<file path="config.mk">
export PLATFORM = sky130hd
export DESIGN_NAME = card_number_luhn_classify_unit
export DESIGN_NICKNAME = d
export VERILOG_FILES = /design/src/hw/rtl/cnlc_pkg.sv /design/src/hw/rtl/cnlc_dabble.sv /design/src/hw/rtl/card_number_luhn_classify_unit.sv
export SDC_FILE = /design/constraint.sdc
export NUM_CORES = 1
export LEC_CHECK = 0
export BUFFER_PORTS_ARGS = -buffer_cell sky130_fd_sc_hd__buf_2
export CAP_MARGIN = 20
export CORE_ASPECT_RATIO = 1.4
export CORE_MARGIN = 2
export CORE_UTILIZATION = 49
export CTS_BUF_LIST = sky130_fd_sc_hd__clkbuf_4 sky130_fd_sc_hd__clkbuf_8
export CTS_CLUSTER_DIAMETER = 150
export DETAILED_ROUTE_END_ITERATION = 10
export PLACE_DENSITY = 0.77
export SETUP_SLACK_MARGIN = 0.15
export SLEW_MARGIN = 20
export SYNTH_ARGS = -nofsm -noshare
export SYNTH_HDL_FRONTEND = slang
export SYNTH_HIERARCHICAL = 1
export SYNTH_SLANG_ARGS = --single-unit
</file>
<file path="constraint.sdc">
create_clock -name clk -period 5.4 [get_ports clk]
set_input_delay 0.81 -clock clk [delete_from_list [all_inputs] [get_ports clk]]
set_output_delay 0.81 -clock clk [all_outputs]
set_load 0.005 [all_outputs]
</file>
<file path="src/hw/rtl/cnlc_pkg.sv">
// ----------------------------------------------------------------------------
// cnlc_pkg: shared types and constants for the card number Luhn classifier
// Holds field widths, decimal conversion sizing, brand codes and the
// sequencer state type.
// ----------------------------------------------------------------------------
`default_nettype none

package cnlc_pkg;

  // Width of the card number field; the working binary shift register is BinWidth.
  localparam int NumberWidth = 63;
  // Bits consumed by one pass of the shift-and-add-3 conversion unit.
  localparam int StepBits    = 4;
  // Binary register rounded up to a whole number of conversion passes.
  localparam int BinWidth    = ((NumberWidth + StepBits - 1) / StepBits) * StepBits;
  localparam int ConvSteps   = BinWidth / StepBits;
  localparam int ConvCntWidth = $clog2(ConvSteps);

  // A 63-bit value has at most 19 decimal digits.
  localparam int DigitCount  = 19;
  localparam int BcdWidth    = 4 * DigitCount;
  localparam int ScanIdxWidth = $clog2(DigitCount);

  localparam int CountWidth  = 5;
  localparam int BrandWidth  = 2;

  localparam int InDataWidth  = ((NumberWidth + 7) / 8) * 8;
  localparam int OutDataWidth = 8;

  // Length limits of a card number.
  localparam logic [CountWidth-1:0] MinLen   = 5'd13;
  localparam logic [CountWidth-1:0] AmexLen  = 5'd15;
  localparam logic [CountWidth-1:0] CardLen16 = 5'd16;
  localparam logic [CountWidth-1:0] VisaLen13 = 5'd13;

  typedef enum logic [BrandWidth-1:0] {
    BRAND_INVALID    = 2'd0,
    BRAND_AMEX       = 2'd1,
    BRAND_MASTERCARD = 2'd2,
    BRAND_VISA       = 2'd3
  } brand_t;

  typedef enum logic [1:0] {
    ST_IDLE,
    ST_CONVERT,
    ST_SCAN,
    ST_RESULT
  } state_t;

endpackage

`default_nettype wire

</file>
<file path="src/hw/rtl/cnlc_dabble.sv">
// ----------------------------------------------------------------------------
// cnlc_dabble: shift-and-add-3 binary to BCD conversion unit
// Shifts StepBits binary bits, most significant first, into a packed BCD
// accumulator, adjusting every digit before each shift.
// ----------------------------------------------------------------------------
`default_nettype none

module cnlc_dabble (
  input  logic [cnlc_pkg::BcdWidth-1:0] bcd_in,
  input  logic [cnlc_pkg::StepBits-1:0] bits,
  output logic [cnlc_pkg::BcdWidth-1:0] bcd_out
);
  import cnlc_pkg::*;

  always_comb begin
    logic [BcdWidth-1:0] acc;
    acc = bcd_in;
    for (int s = StepBits - 1; s >= 0; s--) begin
      // A digit of 5 or more would exceed 9 after doubling, so pre-add 3.
      for (int k = 0; k < DigitCount; k++) begin
        if (acc[4*k +: 4] >= 4'd5) begin
          acc[4*k +: 4] = acc[4*k +: 4] + 4'd3;
        end
      end
      acc = {acc[BcdWidth-2:0], bits[s]};
    end
    bcd_out = acc;
  end

endmodule

`default_nettype wire

</file>
<file path="src/hw/rtl/card_number_luhn_classify_unit.sv">
// ----------------------------------------------------------------------------
// card_number_luhn_classify_unit: Luhn mod-10 check and card brand decode
// Converts a binary card number to decimal, checks the Luhn sum and the
// digit count, and reports the card brand.
// ----------------------------------------------------------------------------
// The unit takes one card number per input transaction and returns exactly
// one result transaction carrying the brand, the Luhn check flag and the
// number of decimal digits. The number is first turned into 19 BCD digits
// by a shift-and-add-3 unit that consumes the 64-bit padded value four
// binary bits per cycle. A second pass then walks the BCD digits from the
// least significant end, one digit per cycle, doubling every second digit,
// folding values above 9, keeping the running sum modulo ten, and
// remembering the position and the top two digits of the most significant
// non-zero digit. The result state then decodes the brand and loads the
// output register. s_tready is low from the accepted input until the result
// is registered. The next input can be accepted in the cycle after the
// result is registered. The output register lets the next item be accepted
// while the previous result still waits for m_tready; if a result is still
// waiting when the next one finishes, the unit holds the new one until the
// output register frees up, and that wait delays the next input. A zero
// input yields digit count 0, checksum flag 1 and brand invalid.
// ----------------------------------------------------------------------------
`default_nettype none

module card_number_luhn_classify_unit (
  input  logic                               clk,
  input  logic                               rst,
  // Input stream. s_tdata bits from the lowest: number[62:0], one zero pad bit.
  input  logic                               s_tvalid,
  output logic                               s_tready,
  input  logic [cnlc_pkg::InDataWidth-1:0]   s_tdata,
  // Result stream. m_tdata bits from the lowest: brand[1:0], checksum_ok,
  // digit_count[4:0].
  output logic                               m_tvalid,
  input  logic                               m_tready,
  output logic [cnlc_pkg::OutDataWidth-1:0]  m_tdata
);
  import cnlc_pkg::*;

  state_t state;
  state_t state_next;

  // Conversion and scan datapath registers.
  logic [BinWidth-1:0]     bin;
  logic [BcdWidth-1:0]     bcd;
  logic [ConvCntWidth-1:0] conv_cnt;
  logic [ScanIdxWidth-1:0] scan_idx;
  logic [3:0]              sum;
  logic [CountWidth-1:0]   count;
  logic [3:0]              lead_hi;
  logic [3:0]              lead_lo;
  logic [3:0]              prev_digit;

  logic [BcdWidth-1:0]     bcd_conv;

  // Per-digit scan logic.
  logic [3:0]              digit;
  logic [4:0]              dbl;
  logic [3:0]              digit_val;
  logic [4:0]              sum_add;
  logic [3:0]              sum_next;

  // Result decode.
  logic                    luhn_ok;
  logic                    len_ok;
  brand_t                  brand;
  logic                    out_load;

  logic                    accept;
  logic                    conv_last;
  logic                    scan_last;

  cnlc_dabble u_dabble (
    .bcd_in  (bcd),
    .bits    (bin[BinWidth-1 -: StepBits]),
    .bcd_out (bcd_conv)
  );

  assign s_tready  = (state == ST_IDLE);
  assign accept    = s_tvalid && s_tready;
  assign conv_last = (conv_cnt == ConvCntWidth'(ConvSteps - 1));
  assign scan_last = (scan_idx == ScanIdxWidth'(DigitCount - 1));
  assign out_load  = (state == ST_RESULT) && (!m_tvalid || m_tready);

  // Digits at odd positions, counted from the least significant one, are
  // doubled and folded back below ten.
  assign digit = bcd[3:0];
  always_comb begin
    dbl = {digit, 1'b0};
    if (scan_idx[0]) begin
      digit_val = (dbl > 5'd9) ? 4'(dbl - 5'd9) : dbl[3:0];
    end else begin
      digit_val = digit;
    end
    sum_add  = {1'b0, sum} + {1'b0, digit_val};
    sum_next = (sum_add >= 5'd10) ? 4'(sum_add - 5'd10) : sum_add[3:0];
  end

  // Brand decode from the Luhn sum, the length and the two leading digits.
  always_comb begin
    luhn_ok = (sum == 4'd0);
    len_ok  = (count >= MinLen);
    brand   = BRAND_INVALID;
    if (luhn_ok && len_ok) begin
      if (count == AmexLen && lead_hi == 4'd3 && (lead_lo == 4'd4 || lead_lo == 4'd7)) begin
        brand = BRAND_AMEX;
      end else if (count == CardLen16 && lead_hi == 4'd5 &&
                   lead_lo >= 4'd1 && lead_lo <= 4'd5) begin
        brand = BRAND_MASTERCARD;
      end else if ((count == VisaLen13 || count == CardLen16) && lead_hi == 4'd4) begin
        brand = BRAND_VISA;
      end
    end
  end

  always_ff @(posedge clk) begin
    if (rst) begin
      state <= ST_IDLE;
    end else begin
      state <= state_next;
    end
  end

  always_comb begin
    state_next = state;
    case (state)
      ST_IDLE: begin
        if (accept) begin
          state_next = ST_CONVERT;
        end
      end
      ST_CONVERT: begin
        if (conv_last) begin
          state_next = ST_SCAN;
        end
      end
      ST_SCAN: begin
        if (scan_last) begin
          state_next = ST_RESULT;
        end
      end
      ST_RESULT: begin
        if (out_load) begin
          state_next = ST_IDLE;
        end
      end
      default: begin
        state_next = ST_IDLE;
      end
    endcase
  end

  // Datapath registers; they carry no reset since the sequencer loads them
  // before use.
  always_ff @(posedge clk) begin
    case (state)
      ST_IDLE: begin
        if (accept) begin
          bin      <= BinWidth'(s_tdata[NumberWidth-1:0]);
          bcd      <= '0;
          conv_cnt <= '0;
        end
      end
      ST_CONVERT: begin
        bcd      <= bcd_conv;
        bin      <= bin << StepBits;
        conv_cnt <= conv_cnt + 1'b1;
        if (conv_last) begin
          scan_idx   <= '0;
          sum        <= '0;
          count      <= '0;
          lead_hi    <= '0;
          lead_lo    <= '0;
          prev_digit <= '0;
        end
      end
      ST_SCAN: begin
        sum        <= sum_next;
        bcd        <= bcd >> 4;
        prev_digit <= digit;
        scan_idx   <= scan_idx + 1'b1;
        // The most significant non-zero digit fixes the length and the lead.
        if (digit != 4'd0) begin
          count   <= CountWidth'(scan_idx) + 1'b1;
          lead_hi <= digit;
          lead_lo <= prev_digit;
        end
      end
      default: begin
      end
    endcase
  end

  always_ff @(posedge clk) begin
    if (rst) begin
      m_tvalid <= 1'b0;
    end else if (out_load) begin
      m_tvalid <= 1'b1;
    end else if (m_tready) begin
      m_tvalid <= 1'b0;
    end
  end

  always_ff @(posedge clk) begin
    if (out_load) begin
      m_tdata <= {count, luhn_ok, brand};
    end
  end

endmodule

`default_nettype wire
</file>
==> flow_summary.ini <==
[route]
postRouteWirelength_microns = 38500
wl_per_cell_microns = 16.0
postRouteAntennaNets = 0
routed_via_density = 6.17
dr.pass1.iters = 5
drc = 0
drtIter0Drc = 1124
via_count = 14800

[yosys]
synth_area_leaders = edfxtp_1 (32%), mux2_2 (5.6%), ha_1 (5.5%)
ys_async_sr_fraction_pct = 0
syn_inst = 1888
ys_ff_latch = 181
ys_seq_area_share_pct = 32.5
synth_edf_count = 178
synth_nets = 2030
synth_ff_type = edfxtp_1
synth.distinct_cells = 97
synth_top_area_share_pct = 32.2
yosys.area.top_type = edfxtp_1
synth_area_sq_mm = 0.0166
synth-warning-count = 6
syn_avg_cell_area_sq_um = 8.80

[placed_design]
gp_congestion = 0.853
port_buffers = 76
dpl.hpwl_microns = 27700

[sta]
slew_headroom_pct = 22.8
tightest_slew_ns = 1.15
timing.final.crit_share_pct = 90.3
setup-violations-final = 0
finalClockSkew_ns = 0.0183
clock.fmax_mhz = 205
rsz0062_at_grt = false
slew_viol_final = 0
finalSetupTns_ns = 0
finalHoldViolCount = 0
fin_crit_ns = 4.88

[clocking]
cts_root_buf = clkbuf_8
insertion_delay_ns = 0.48
clkSlewWorstSetupHoldPaths_ns = 0.10
clock_path_buffers = 2
h-tree-depth = 4
numCtsBuffers = 17
hold_buffers = 0
cts_sinks = 181
cts_tree = yes

[critical_path]
crit_type = reg2reg
slowest_delay_ns = 0.65
arrival_ns = 5.23
crit_path_max_fanout = 9
slowest_stage = a2111oi_1
startpoint_type = flop
crit_chain = inv_1 > ha_1 > nand2b_1 > a21oi_2 > mux2_2 > o21ai_0 > nand2_1 > o21ai_1 > clkinv_1 > ha_1 > a221o_1 > nand3_1 > o21ai_0 > a32o_1 > a2111oi_1 > a22o_1
worstSetupEndpointType = flop
cp.required_ns = 5.75

[floorplanning]
fp.dieArea_sq_mm = 0.0354
die_h_microns = 222
rows = 79
core_sq_mm = 0.0333
pin_count = 78
die_x_microns = 160
start_util_pct = 49.9

[global_routing]
grt-ovfl-total = 0
grt_pass1_wl_microns = 63800
grt_pass1_vias = 14100
grt_max_degree = 77
busiest_layer = met2
grt_usage_pct = 21.0
antenna_found_initial = 8
gr-usage-met3_pct = 2.34
grtUsageMet2_pct = 40.7
met1_usage_pct = 23.1

[finish]
drive_gt1_share_pct = 13.8
nNetsFinal = 2076
areaGrowthSynthToFinish_pct = 7.60

[run_status]
status = finished, final reports clean

[hold_path]
hp-class = in2reg

[flow_run]
maxCapViolations = 0
critical path: cells and delay by family, from the launching register on:
kind,cells,cell delay (ns)
buffers and inverters,2,0.53
adders and majority gates,2,0.60
muxes,1,0.43
and+or+nand+nor,3,0.28
DFF,1,0.50
AOI/OAI and AO/OA,8,2.41
placed cells by master (no fill, tap or decap), drive strengths merged, types with 10 or more instances in the layout:
cell type,count
nand2,186
edfxtp,178
a21oi,171
nor2,151
o21ai,148
inv,98
buf,96
mux2,93
a22o,78
ha,73
xnor2,60
mux2i,54
nand3,42
nand2b,42
nor3,39
and2,28
o22ai,27
a31oi,27
nor2b,26
nor3b,23
o211ai,21
a211oi,21
clkbuf,18
a221oi,16
o21a,15
xor2,14
a21o,13
a21boi,13
a22oi,11
maj3,11
and3,10
state kept, by name (all words and copies together) (netlist names):
signal      count
conv_cnt        4
m_tvalid        1
lead_hi         4
prev_digit      4
lead_lo         4
m_tdata         8
bin            64
sum             4
count           5
bcd            76
state           2
scan_idx        5
stage by stage:
stage | hold WS, ns | setup WS, ns | cell area [sq um] | util [%] | cells
6_report | 0.521 | 0.523 | 17900 | 53.7 | 2400
5_1_grt | 0.500 | 0.227 | 17900 | 53.7 | 2400
4_1_cts | 0.492 | 0.341 | 17800 | 53.5 | 2391
3_5_place_dp | 0.496 | 0.365 | 17400 | 52.3 | 2359
3_3_place_gp | 0.485 | 0.491 | 17400 | 52.3 | 2359
2_1_floorplan | 0.456 | 0.844 | 16600 | - | 1888
synthesized netlist by cell type (14+ instances only):
cell        n
mux2i_1    52
a31oi_1    26
inv_1      86
and2_1     28
o21ai_0   135
nand3_1    42
ha_1       73
o21a_1     15
a21oi_1   160
mux2_2     83
nor2b_1    26
a211oi_1   19
buf_2      14
o211ai_1   21
o22ai_1    27
a221oi_1   14
nand2_1   186
clkbuf_1   52
xnor2_1    55
nor3b_1    22
edfxtp_1  178
nand2b_1   41
a22o_1     78
nor3_1     37
nor2_1    150
cell type report:
cell class | instances | area [sq um]
Clock inverter | 14 | 161
Multi-Input combinational cell | 1545 | 10600
Clock buffer | 18 | 241
Tap cell | 445 | 557
Antenna cell | 8 | 20.0
Inverter | 93 | 349
Sequential cell | 181 | 5410
Fill cell | 2998 | 15400
Timing Repair Buffer | 96 | 531
layer usage:
metal | up-vias | wire length, microns
li1 | 7276 | -
met3 | 84 | 1140
met4 | 0 | 1140
met5 | - | 0
met2 | 354 | 20900
met1 | 7095 | 15300
timing repair:
item	in CTS	in global routing
setup endpoints to repair	0	1
gates resized for setup	0	2
endpoints found under the hold margin	0	0
buffers inserted	0	0
path summary, 6_finish.rpt:
check / slack (ns) / cells after the start / end / from
min: 0.52 / 2 / state[1] / rst
max reg2reg: 0.52 / 16 / bcd[60] / bcd[56]
max: 0.52 / 16 / bcd[60] / bcd[56]
min reg2reg: 0.52 / 0 / m_tdata[3] / count[0]
logic make-up after synthesis:
kind of cell             share of synthesized area, %
AO/OA/AOI/OAI                                    26.9
XOR/XNOR                                         4.17
adder cells (fa/ha/maj)                          6.28
buffers and inverters                            3.79
flip-flops                                       32.5
multiplexers                                     9.63
AND/OR/NAND/NOR                                  16.7
Power is not shown: default switching activity piles up to over one toggle a cycle in this logic, so the estimate is an artifact.
